==> src/design/sha1_pkg.sv <==
// Shared types and constants for the SHA-1 hash engine.
package sha1_pkg;

   typedef logic [31:0] word_type;
   typedef logic [6:0]  round_type;
   typedef logic [5:0]  pos_type;
   typedef logic [60:0] count_type;

   localparam int unsigned NUM_HASH_WORDS  = 5;
   localparam int unsigned NUM_BLOCK_WORDS = 16;

   localparam word_type H_INIT [0:NUM_HASH_WORDS-1] = '{
      32'h67452301, 32'hefcdab89, 32'h98badcfe, 32'h10325476, 32'hc3d2e1f0
   };

   localparam word_type K_CH  = 32'h5a827999;
   localparam word_type K_PAR = 32'h6ed9eba1;
   localparam word_type K_MAJ = 32'h8f1bbcdc;
   localparam word_type K_XOR = 32'hca62c1d6;

   localparam round_type ROUND_CH_END  = 7'd20;
   localparam round_type ROUND_PAR_END = 7'd40;
   localparam round_type ROUND_MAJ_END = 7'd60;
   localparam round_type ROUND_LAST    = 7'd79;

   localparam logic [7:0] PAD_MARK = 8'h80;
   localparam pos_type    POS_LEN  = 6'd56;
   localparam pos_type    POS_LAST = 6'd63;

   localparam logic [2:0] WORD_IDX_LAST = 3'd4;

endpackage

==> src/design/sha1_hash_engine_core.sv <==
// SHA-1 hash engine: byte stream in, five digest words out, one round per cycle.
// A byte that does not complete a block is taken and the engine stays ready; a byte
// that completes a block holds off the next item through 80 rounds on one shared
// round unit and the chaining add. On a last item the block feeds 64 - pos (or
// 128 - pos) padding bytes, one per cycle, compresses each padded block, then
// offers five digest words. Reset loads the initial chaining value.
module sha1_hash_engine_core
   import sha1_pkg::*;
(
   input  logic        clock,
   input  logic        reset,
   input  logic        req_tvalid,
   output logic        req_tready,
   input  logic [7:0]  req_tdata,   // [7:0] data_byte
   input  logic        req_tuser,   // [0] carries_byte
   input  logic        req_tlast,
   output logic        rsp_tvalid,
   input  logic        rsp_tready,
   output logic [31:0] rsp_tdata,   // [31:0] digest_word
   output logic [2:0]  rsp_tuser,   // [2:0] word_index
   output logic        rsp_tlast
);

   localparam logic [2:0] ST_IDLE  = 3'd0;
   localparam logic [2:0] ST_PAD   = 3'd1;
   localparam logic [2:0] ST_ROUND = 3'd2;
   localparam logic [2:0] ST_ADD   = 3'd3;
   localparam logic [2:0] ST_OUT   = 3'd4;

   logic [2:0] state_ff, state_in;
   pos_type    pos_ff, pos_in;
   count_type  count_ff, count_in;
   round_type  rnd_ff, rnd_in;
   logic [2:0] idx_ff, idx_in;
   logic       pad_ff, pad_in;
   logic       mark_ff, mark_in;
   logic       lenblk_ff, lenblk_in;
   logic       fin_ff, fin_in;

   word_type   h_ff [0:NUM_HASH_WORDS-1];
   word_type   h_in [0:NUM_HASH_WORDS-1];
   word_type   v_ff [0:NUM_HASH_WORDS-1];
   word_type   v_in [0:NUM_HASH_WORDS-1];
   word_type   w_ff [0:NUM_BLOCK_WORDS-1];
   word_type   w_in [0:NUM_BLOCK_WORDS-1];
   word_type   w_shb [0:NUM_BLOCK_WORDS-1];

   logic [7:0]  byte_sel;
   logic [7:0]  pad_byte;
   logic        len_byte;
   logic [63:0] bit_len;
   word_type    f_val;
   word_type    k_val;
   word_type    w_new;
   word_type    t_sum;

   assign req_tready = (state_ff == ST_IDLE);
   assign rsp_tvalid = (state_ff == ST_OUT);
   assign rsp_tdata  = h_ff[idx_ff];
   assign rsp_tuser  = idx_ff;
   assign rsp_tlast  = (idx_ff == WORD_IDX_LAST);

   assign bit_len  = {count_ff, 3'b000};
   assign len_byte = mark_ff && lenblk_ff && (pos_ff >= POS_LEN);

   always_comb begin
      if (!mark_ff) begin
         pad_byte = PAD_MARK;
      end else if (len_byte) begin
         pad_byte = bit_len[(7 - pos_ff[2:0]) * 8 +: 8];
      end else begin
         pad_byte = 8'h00;
      end
      byte_sel = (state_ff == ST_PAD) ? pad_byte : req_tdata;
   end

   // shift the block left by one byte
   always_comb begin
      for (int i = 0; i < NUM_BLOCK_WORDS - 1; i++) begin
         w_shb[i] = {w_ff[i][23:0], w_ff[i+1][31:24]};
      end
      w_shb[NUM_BLOCK_WORDS-1] = {w_ff[NUM_BLOCK_WORDS-1][23:0], byte_sel};
   end

   // shared round unit
   always_comb begin
      if (rnd_ff < ROUND_CH_END) begin
         f_val = (v_ff[1] & v_ff[2]) | (~v_ff[1] & v_ff[3]);
         k_val = K_CH;
      end else if (rnd_ff < ROUND_PAR_END) begin
         f_val = v_ff[1] ^ v_ff[2] ^ v_ff[3];
         k_val = K_PAR;
      end else if (rnd_ff < ROUND_MAJ_END) begin
         f_val = (v_ff[1] & v_ff[2]) | (v_ff[1] & v_ff[3]) | (v_ff[2] & v_ff[3]);
         k_val = K_MAJ;
      end else begin
         f_val = v_ff[1] ^ v_ff[2] ^ v_ff[3];
         k_val = K_XOR;
      end
      w_new = w_ff[13] ^ w_ff[8] ^ w_ff[2] ^ w_ff[0];
      w_new = {w_new[30:0], w_new[31]};
      t_sum = {v_ff[0][26:0], v_ff[0][31:27]} + f_val + v_ff[4] + k_val + w_ff[0];
   end

   always_comb begin
      state_in  = state_ff;
      pos_in    = pos_ff;
      count_in  = count_ff;
      rnd_in    = rnd_ff;
      idx_in    = idx_ff;
      pad_in    = pad_ff;
      mark_in   = mark_ff;
      lenblk_in = lenblk_ff;
      fin_in    = fin_ff;
      h_in      = h_ff;
      v_in      = v_ff;
      w_in      = w_ff;
      unique case (state_ff)
         ST_IDLE: begin
            if (req_tvalid) begin
               if (req_tuser) begin
                  w_in     = w_shb;
                  pos_in   = pos_ff + 6'd1;
                  count_in = count_ff + 61'd1;
               end
               if (req_tlast) begin
                  pad_in  = 1'b1;
                  mark_in = 1'b0;
               end
               if (req_tuser && (pos_ff == POS_LAST)) begin
                  state_in = ST_ROUND;
                  rnd_in   = '0;
                  v_in     = h_ff;
               end else if (req_tlast) begin
                  state_in = ST_PAD;
               end
            end
         end
         ST_PAD: begin
            w_in    = w_shb;
            pos_in  = pos_ff + 6'd1;
            mark_in = 1'b1;
            if (pos_ff == POS_LAST) begin
               lenblk_in = 1'b1;
            end else if (!mark_ff) begin
               lenblk_in = (pos_ff < POS_LEN);
            end
            if (pos_ff == POS_LAST) begin
               fin_in   = len_byte;
               state_in = ST_ROUND;
               rnd_in   = '0;
               v_in     = h_ff;
            end
         end
         ST_ROUND: begin
            for (int i = 0; i < NUM_BLOCK_WORDS - 1; i++) begin
               w_in[i] = w_ff[i+1];
            end
            w_in[NUM_BLOCK_WORDS-1] = w_new;
            v_in[0] = t_sum;
            v_in[1] = v_ff[0];
            v_in[2] = {v_ff[1][1:0], v_ff[1][31:2]};
            v_in[3] = v_ff[2];
            v_in[4] = v_ff[3];
            rnd_in  = rnd_ff + 7'd1;
            if (rnd_ff == ROUND_LAST) begin
               state_in = ST_ADD;
            end
         end
         ST_ADD: begin
            for (int i = 0; i < NUM_HASH_WORDS; i++) begin
               h_in[i] = h_ff[i] + v_ff[i];
            end
            idx_in = '0;
            if (fin_ff) begin
               state_in = ST_OUT;
            end else if (pad_ff) begin
               state_in = ST_PAD;
            end else begin
               state_in = ST_IDLE;
            end
         end
         ST_OUT: begin
            if (rsp_tready) begin
               idx_in = idx_ff + 3'd1;
               if (idx_ff == WORD_IDX_LAST) begin
                  h_in      = H_INIT;
                  count_in  = '0;
                  pos_in    = '0;
                  pad_in    = 1'b0;
                  mark_in   = 1'b0;
                  lenblk_in = 1'b0;
                  fin_in    = 1'b0;
                  idx_in    = '0;
                  state_in  = ST_IDLE;
               end
            end
         end
         default: begin
            state_in = ST_IDLE;
         end
      endcase
   end

   always_ff @(posedge clock) begin
      if (reset) begin
         state_ff  <= ST_IDLE;
         pos_ff    <= '0;
         count_ff  <= '0;
         rnd_ff    <= '0;
         idx_ff    <= '0;
         pad_ff    <= 1'b0;
         mark_ff   <= 1'b0;
         lenblk_ff <= 1'b0;
         fin_ff    <= 1'b0;
         h_ff      <= H_INIT;
      end else begin
         state_ff  <= state_in;
         pos_ff    <= pos_in;
         count_ff  <= count_in;
         rnd_ff    <= rnd_in;
         idx_ff    <= idx_in;
         pad_ff    <= pad_in;
         mark_ff   <= mark_in;
         lenblk_ff <= lenblk_in;
         fin_ff    <= fin_in;
         h_ff      <= h_in;
      end
   end

   always_ff @(posedge clock) begin
      v_ff <= v_in;
      w_ff <= w_in;
   end

   a_no_overlap: assert property (@(posedge clock) disable iff (reset)
      !(req_tready && rsp_tvalid))
      else $error("input taken while digest pending");

   a_last_index: assert property (@(posedge clock) disable iff (reset)
      (rsp_tvalid && rsp_tlast) |-> (rsp_tuser == WORD_IDX_LAST))
      else $error("last digest word at wrong index");

   a_round_bound: assert property (@(posedge clock) disable iff (reset)
      (state_ff == ST_ROUND) |-> (rnd_ff <= ROUND_LAST))
      else $error("round counter overrun");

   a_block_full: assert property (@(posedge clock) disable iff (reset)
      (state_ff == ST_ROUND) |-> (pos_ff == '0))
      else $error("compression on partial block");

endmodule

==> config.mk <==
export PLATFORM = sky130hd
export DESIGN_NAME = sha1_hash_engine_core
export DESIGN_NICKNAME = d
export VERILOG_FILES = /design/src/design/sha1_pkg.sv /design/src/design/sha1_hash_engine_core.sv
export SDC_FILE = /design/constraint.sdc
export NUM_CORES = 2
export LEC_CHECK = 0
export BUFFER_PORTS_ARGS = -buffer_cell sky130_fd_sc_hd__buf_2
export CAP_MARGIN = 30
export CORE_MARGIN = 4
export CORE_UTILIZATION = 37
export CTS_CLUSTER_SIZE = 16
export DETAILED_ROUTE_END_ITERATION = 8
export SYNTH_ARGS = -nofsm -noshare
export SYNTH_HDL_FRONTEND = slang
export SYNTH_SLANG_ARGS = --single-unit
==> constraint.sdc <==
create_clock -name clock -period 43.8 [get_ports clock]
set_clock_uncertainty 0.05 [all_clocks]
set_input_delay 4.38 -clock clock [delete_from_list [all_inputs] [get_ports clock]]
set_output_delay 4.38 -clock clock [all_outputs]
set_load 0.05 [all_outputs]
* Word-level counts from Yosys, hierarchy flattened
Cells that the tools add are included.
** Word-level totals
- Bits in registers :: 916
- Bits of input ports :: 14
- Logic and storage cells :: 169
- Output and inout port bits :: 38
** Cells by class
- Eq/ne operators :: 17
- $add $sub $neg :: 14
- Magnitude comparators :: 6
- Mux-type cells :: 62
- Shifts and indexed selects :: 1
- Bitwise operators :: 14
- Reductions and logical operators :: 20
** Operators with widths (count)
- 512-bit case mux with 3 select lines :: 1
- 512-bit 2-to-1 mux :: 2
- 160-bit 2-to-1 mux :: 5
- 160-bit case mux with 3 select lines :: 1
- 160-bit case mux with 2 select lines :: 1
- 32-bit adder :: 9
- 61-bit 2-to-1 mux :: 4
- 32-bit 2-to-1 mux :: 7
- 32-bit XOR :: 5
- 32-bit bitwise AND :: 4
- 61-bit case mux with 2 select lines :: 1
- 32-bit binary-select mux with 3-bit select :: 1
- 32-bit OR :: 3
- 64-bit by 33-bit variable part select with 8-bit output :: 1
- 61-bit by 1-bit adder with 61-bit output (second input constant) :: 1
- 32-bit inverter :: 1
- 31-bit 2-to-1 mux :: 1
- 3-bit 2-to-1 mux :: 10
- 6-bit 2-to-1 mux :: 4
- 8-bit 2-to-1 mux :: 3
- 7-bit 2-to-1 mux :: 3
- 7-bit case mux with 3 select lines :: 1
- 5-bit AND reduction :: 4
- 6-bit case mux with 3 select lines :: 1
- 32 further kinds :: 60

* Longest topological paths before layout
- Word-level depth :: 11
- Gate-level depth with buffers :: 24
- Depth with buffers taken out :: 22

* Worst setup path before layout
Ideal clock, no wire load.
- Kind :: input port to flip-flop
- From :: in req_tvalid
- To :: reg w_ff[0] (netlist name), enable pin
- Data arrival time :: 41.121 ns
- Setup slack :: 0.455 ns
- Cell stages on the path :: 2
- Data required time :: 41.575 ns
- Cell sequence :: nand2_1 > a21boi_0
** Between the ends
- Word-level cells in the longest chain between the ends :: 2
** RTL lines
- from (decl) :: RTL line sha1_hash_engine_core.sv:12 : input logic req_tvalid,
- 2-bit != test (no line)
- 3-bit AND reduction (no line)
- to (signal assigned) :: RTL line sha1_hash_engine_core.sv:233 : w_ff <= w_in;
- to (decl) :: RTL line sha1_hash_engine_core.sv:44 : word_type w_ff [0:NUM_BLOCK_WORDS-1];
No other way between the ends.
A chain may end at the register's enable or synchronous reset.

* Worst setup path in the final report
- From :: reg state_ff[0]
- To :: out rsp_tvalid
** Between the ends
- Word-level cells in the longest chain between the ends :: 1
** RTL lines
- from (decl) :: RTL line sha1_hash_engine_core.sv:30 : logic [2:0] state_ff, state_in;
- from (signal assigned) :: RTL line sha1_hash_engine_core.sv:218 : state_ff <= state_in;
- 3-bit == test :: RTL line sha1_hash_engine_core.sv:58 : assign rsp_tvalid = (state_ff == ST_OUT);
- to (decl) :: RTL line sha1_hash_engine_core.sv:17 : output logic rsp_tvalid,
No other way between the ends.

==> flow_summary.ini <==
[outcome]
status = complete, no violations

[floorplan]
die_area_sq_um = 148000
die_height_um = 385
num_rows = 138
die_width_um = 385
core_region_area_sq_um = 141000
initial_utilization_pct = 37.2
io_pins = 52

[critical_path]
critical_path_class = reg -> out
worstPathArrival_ns = 3.23
crit_required_ns = 39.37
end_kind = output pin
path_max_fanout = 13
critical_path.startpoint_type = register

[pwr]
p_int_mw = 1.52
power.combinational.fraction_pct = 3.4
sw_frac_of_total_pct = 22.5
peakVddDrop_mv = 0.0333
powerDensity_nw_per_um2 = 33.6
clkPwrFrac_pct = 46.1
power_switching_mw = 0.441
design_power_total_mw = 1.96
sequential_power_share_pct = 50.5
leakage_nw = 24.0

[sta]
period_share_pct = 17.5
worst-slew-pin-transition_ns = 1.21
slew-limit-headroom_pct = 17.5
setup_repair_after_global_routing_missed_its_margin = false
report.final.hold_viol_count = 0
finalWorstPathRequiredPeriod_ns = 7.66
finalWorstSetupSlack_ns = 36.14
max_slew_violations = 0
timing.fmax_mhz = 131
totalNegativeSetupSlack_ns = 0
setup-violations-final = 0
hold_slack_ns = 0.441

[logic_synthesis]
ys_top_cells_by_area = sky130_fd_sc_hd__edfxtp_1 (38%), sky130_fd_sc_hd__nand2_1 (15%), sky130_fd_sc_hd__dfxtp_1 (9.3%)
synth_top_area_share_pct = 38.4
synth.distinct_cells = 81
synth_compound_gate_area_share_pct = 10.8
synth.mux.area_fraction_pct = 2.75
post_synth_and_or_nand_nor_area_fraction_pct = 20.4
syn-instance-count = 5712
proportion_of_synthesized_chip_area_in_sequential_cells_pct = 47.7
synth_area_per_cell_sq_um = 9.20
synth_area_sq_um = 52500
async_reset_ff_share_pct = 0
synth_enable_flop_cells = 672
yosysWarningCount = 0
yosys.area_share.xor_xnor_pct = 4.98
combinational_family_with_the_most_area_after_synthesis = simple AND/OR/NAND/NOR gates
ys_dominant_reg_cell = sky130_fd_sc_hd__edfxtp_1
synth-seq-cells = 916
synth_fp_nets = 6049
synth_area_leader_cell = sky130_fd_sc_hd__edfxtp_1
adder_and_majority_gate_portion_of_the_synthesized_area_pct = 9.48

[detailed_routing]
detailedRoute.firstPassIterationCount = 5
route.detailed.wl_per_inst_um = 19.3
vias = 40600
antenna_violating_nets_post_route = 0
drc = 0
totalWireLength_um = 147000
detail_route.vias_per_cell = 5.32
drtIter0Drc = 4023

[flow_run]
max-cap-violations = 0

[place]
placer_s_final_routability_congestion_estimate = 0.915
dpl-instance-area_sq_um = 54800
port_buffers = 51
hpwl_um = 102000
dp_worst_setup_slack_ns = 36.30

[layout]
multi_input_area_sq_um = 25500
syn_to_final_growth_pct = 11.0
nFillCells = 13900
finish.net_count = 6007
layout-drive-gt1-share_pct = 6.13
regArea_sq_um = 25100
non_filler_cell_area_final_sq_um = 58300

[clocking]
tritoncts = built
cts.sink_count = 916
post_cts_setup_buffer_count = 0
clk_pin_slew_worst_paths_ns = 0.06
tritoncts.num_buffers = 102
clock_insertion_delay_worst_skew_ns = 0.71
post_cts_resized = 0
cts_root_buf = sky130_fd_sc_hd__clkbuf_16
cts_max_path_buffers = 3
cts-htree-levels = 3
cts.hold.buffers_added = 0

[global_routing]
antenna_found_initial = 1
first_global_vias = 38800
global_route.usage.total_pct = 19.5
grt_pass1_wl_um = 227000
grt_start_max_net_pins = 218
grt_overflow_total = 0

[worst_hold_path]
hold_path_class = reg -> reg
## final timing paths
path                            startpoint                      to  slack (ns)  cells after the start
hold reg to reg     rnd_ff[1]$_SDFFE_PP0P_  rnd_ff[1]$_SDFFE_PP0P_        0.44                      2
setup reg to reg    rnd_ff[4]$_SDFFE_PP0P_     v_ff[159]$_DFFE_PP_       37.54                     24
setup / recovery  state_ff[0]$_SDFFE_PP0P_              rsp_tvalid       36.14                      4
hold / removal      rnd_ff[1]$_SDFFE_PP0P_  rnd_ff[1]$_SDFFE_PP0P_        0.44                      2
## critical path, cell delays in order (launching register included)
cell                       delay, ns
sky130_fd_sc_hd__dfxtp_1        0.62
sky130_fd_sc_hd__nor2_1         0.28
sky130_fd_sc_hd__nand2_1        0.58
sky130_fd_sc_hd__clkinv_1       0.61
sky130_fd_sc_hd__buf_2          0.41
## power groups by stage
stage          logic [mW]  registers (mW)  clock network (mW)
3_3_place_gp       0.0642            1.01                   0
5_1_grt            0.0747           0.992               0.959
3_5_place_dp       0.0660            1.01                   0
6_report           0.0659           0.989               0.903
2_1_floorplan      0.0473            1.06                   0
4_1_cts            0.0664           0.989               0.924
## kinds of logic (layout without fill, tap and decap cells)
| kind of cell | count (synthesis) | after routing |
|---|---|---|
| XOR/XNOR | 299 | 299 |
| flip-flops | 916 | 916 |
| multiplexers | 87 | 87 |
| adder cells (fa/ha/maj) | 323 | 323 |
| AO/OA/AOI/OAI | 900 | 900 |
| other | 0 | 1 |
| buffers and inverters | 539 | 581 |
| AND/OR/NAND/NOR | 2648 | 2648 |
## Yosys cell counts (18+ instances only)
| master | count |
|---|---|
| sky130_fd_sc_hd__nand2_1 | 2031 |
| sky130_fd_sc_hd__edfxtp_1 | 672 |
| sky130_fd_sc_hd__nor2_1 | 292 |
| sky130_fd_sc_hd__inv_1 | 286 |
| sky130_fd_sc_hd__o21ai_0 | 267 |
| sky130_fd_sc_hd__dfxtp_1 | 244 |
| sky130_fd_sc_hd__clkbuf_1 | 236 |
| sky130_fd_sc_hd__a21oi_1 | 218 |
| sky130_fd_sc_hd__xnor2_1 | 204 |
| sky130_fd_sc_hd__ha_1 | 198 |
| sky130_fd_sc_hd__fa_1 | 125 |
| sky130_fd_sc_hd__xor2_1 | 95 |
| sky130_fd_sc_hd__a21o_1 | 73 |
| sky130_fd_sc_hd__nand3_1 | 67 |
| sky130_fd_sc_hd__o22ai_1 | 53 |
| sky130_fd_sc_hd__mux4_2 | 45 |
| sky130_fd_sc_hd__nor3_1 | 40 |
| sky130_fd_sc_hd__nor2b_1 | 33 |
| sky130_fd_sc_hd__or3_1 | 33 |
| sky130_fd_sc_hd__a22oi_1 | 32 |
| sky130_fd_sc_hd__mux2i_1 | 32 |
| sky130_fd_sc_hd__o21a_1 | 30 |
| sky130_fd_sc_hd__nand2b_1 | 29 |
| sky130_fd_sc_hd__and3_1 | 28 |
| sky130_fd_sc_hd__nand4_1 | 27 |
| sky130_fd_sc_hd__a31oi_1 | 22 |
| sky130_fd_sc_hd__a211oi_1 | 21 |
| sky130_fd_sc_hd__a221oi_1 | 18 |
| sky130_fd_sc_hd__o21bai_1 | 18 |
| sky130_fd_sc_hd__o31ai_1 | 18 |
## flip-flops by register name (all words and copies together) (netlist names)
| name | cells |
|---|---|
| mark_ff | 1 |
| pad_ff | 1 |
| pos_ff | 6 |
| state_ff | 3 |
| rsp_tuser | 3 |
| h_ff | 160 |
| count_ff | 61 |
| v_ff | 160 |
| fin_ff | 1 |
| lenblk_ff | 1 |
| w_ff | 512 |
| rnd_ff | 7 |
## routing by layer
layer	vias to the layer above	global-route usage [%]	routed length [um]	part of all wire (%)
li1	19400	-	-	-
met1	19700	27.6	66800	45
met2	1290	30.7	66200	45
met3	233	3.00	9460	6.4
met4	0	6.41	4780	3.2
met5	-	0	0	0
## cells in the final DEF (no fill, tap or decap), types with 16 or more instances in the layout
master	count
sky130_fd_sc_hd__xor2_1	95
sky130_fd_sc_hd__a221oi_1	18
sky130_fd_sc_hd__a21o_1	73
sky130_fd_sc_hd__o21ai_0	266
sky130_fd_sc_hd__o22ai_1	53
sky130_fd_sc_hd__o21a_1	29
sky130_fd_sc_hd__mux4_2	45
sky130_fd_sc_hd__buf_2	51
sky130_fd_sc_hd__nand2_1	2029
sky130_fd_sc_hd__mux2i_1	32
sky130_fd_sc_hd__a31oi_1	22
sky130_fd_sc_hd__a21oi_1	218
sky130_fd_sc_hd__xnor2_1	204
sky130_fd_sc_hd__nand4_1	27
sky130_fd_sc_hd__a22oi_1	32
sky130_fd_sc_hd__nand2b_1	29
sky130_fd_sc_hd__ha_1	198
sky130_fd_sc_hd__o31ai_1	18
sky130_fd_sc_hd__clkinv_2	17
sky130_fd_sc_hd__nor2b_1	33
sky130_fd_sc_hd__nor2_1	288
sky130_fd_sc_hd__fa_1	125
sky130_fd_sc_hd__o21bai_1	18
sky130_fd_sc_hd__or3_1	32
sky130_fd_sc_hd__dfxtp_1	242
sky130_fd_sc_hd__clkbuf_16	105
sky130_fd_sc_hd__nand3_1	67
sky130_fd_sc_hd__nor3_1	39
sky130_fd_sc_hd__inv_1	284
sky130_fd_sc_hd__and3_1	28
sky130_fd_sc_hd__a221o_1	16
sky130_fd_sc_hd__buf_4	42
sky130_fd_sc_hd__a211oi_1	21
sky130_fd_sc_hd__clkbuf_1	20
sky130_fd_sc_hd__edfxtp_1	672
## layout make-up
| type | instances | area share, % |
|---|---|---|
| Clock buffer | 133 | 4.82 |
| Antenna cell | 1 | 0.00429 |
| Multi-Input combinational cell | 4257 | 43.7 |
| Inverter | 289 | 1.87 |
| Clock inverter | 55 | 1.13 |
| Tap cell | 1890 | 4.06 |
| Timing Repair Buffer | 104 | 1.39 |
| Sequential cell | 916 | 43.0 |
## stage by stage
step	instances	util, %
floorplan	5712	-
global placement	7448	38.7
detailed placement	7455	38.8
CTS	7643	41.3
global route	7644	41.3
finish	7645	41.3
(Power assumes the default switching activity.)
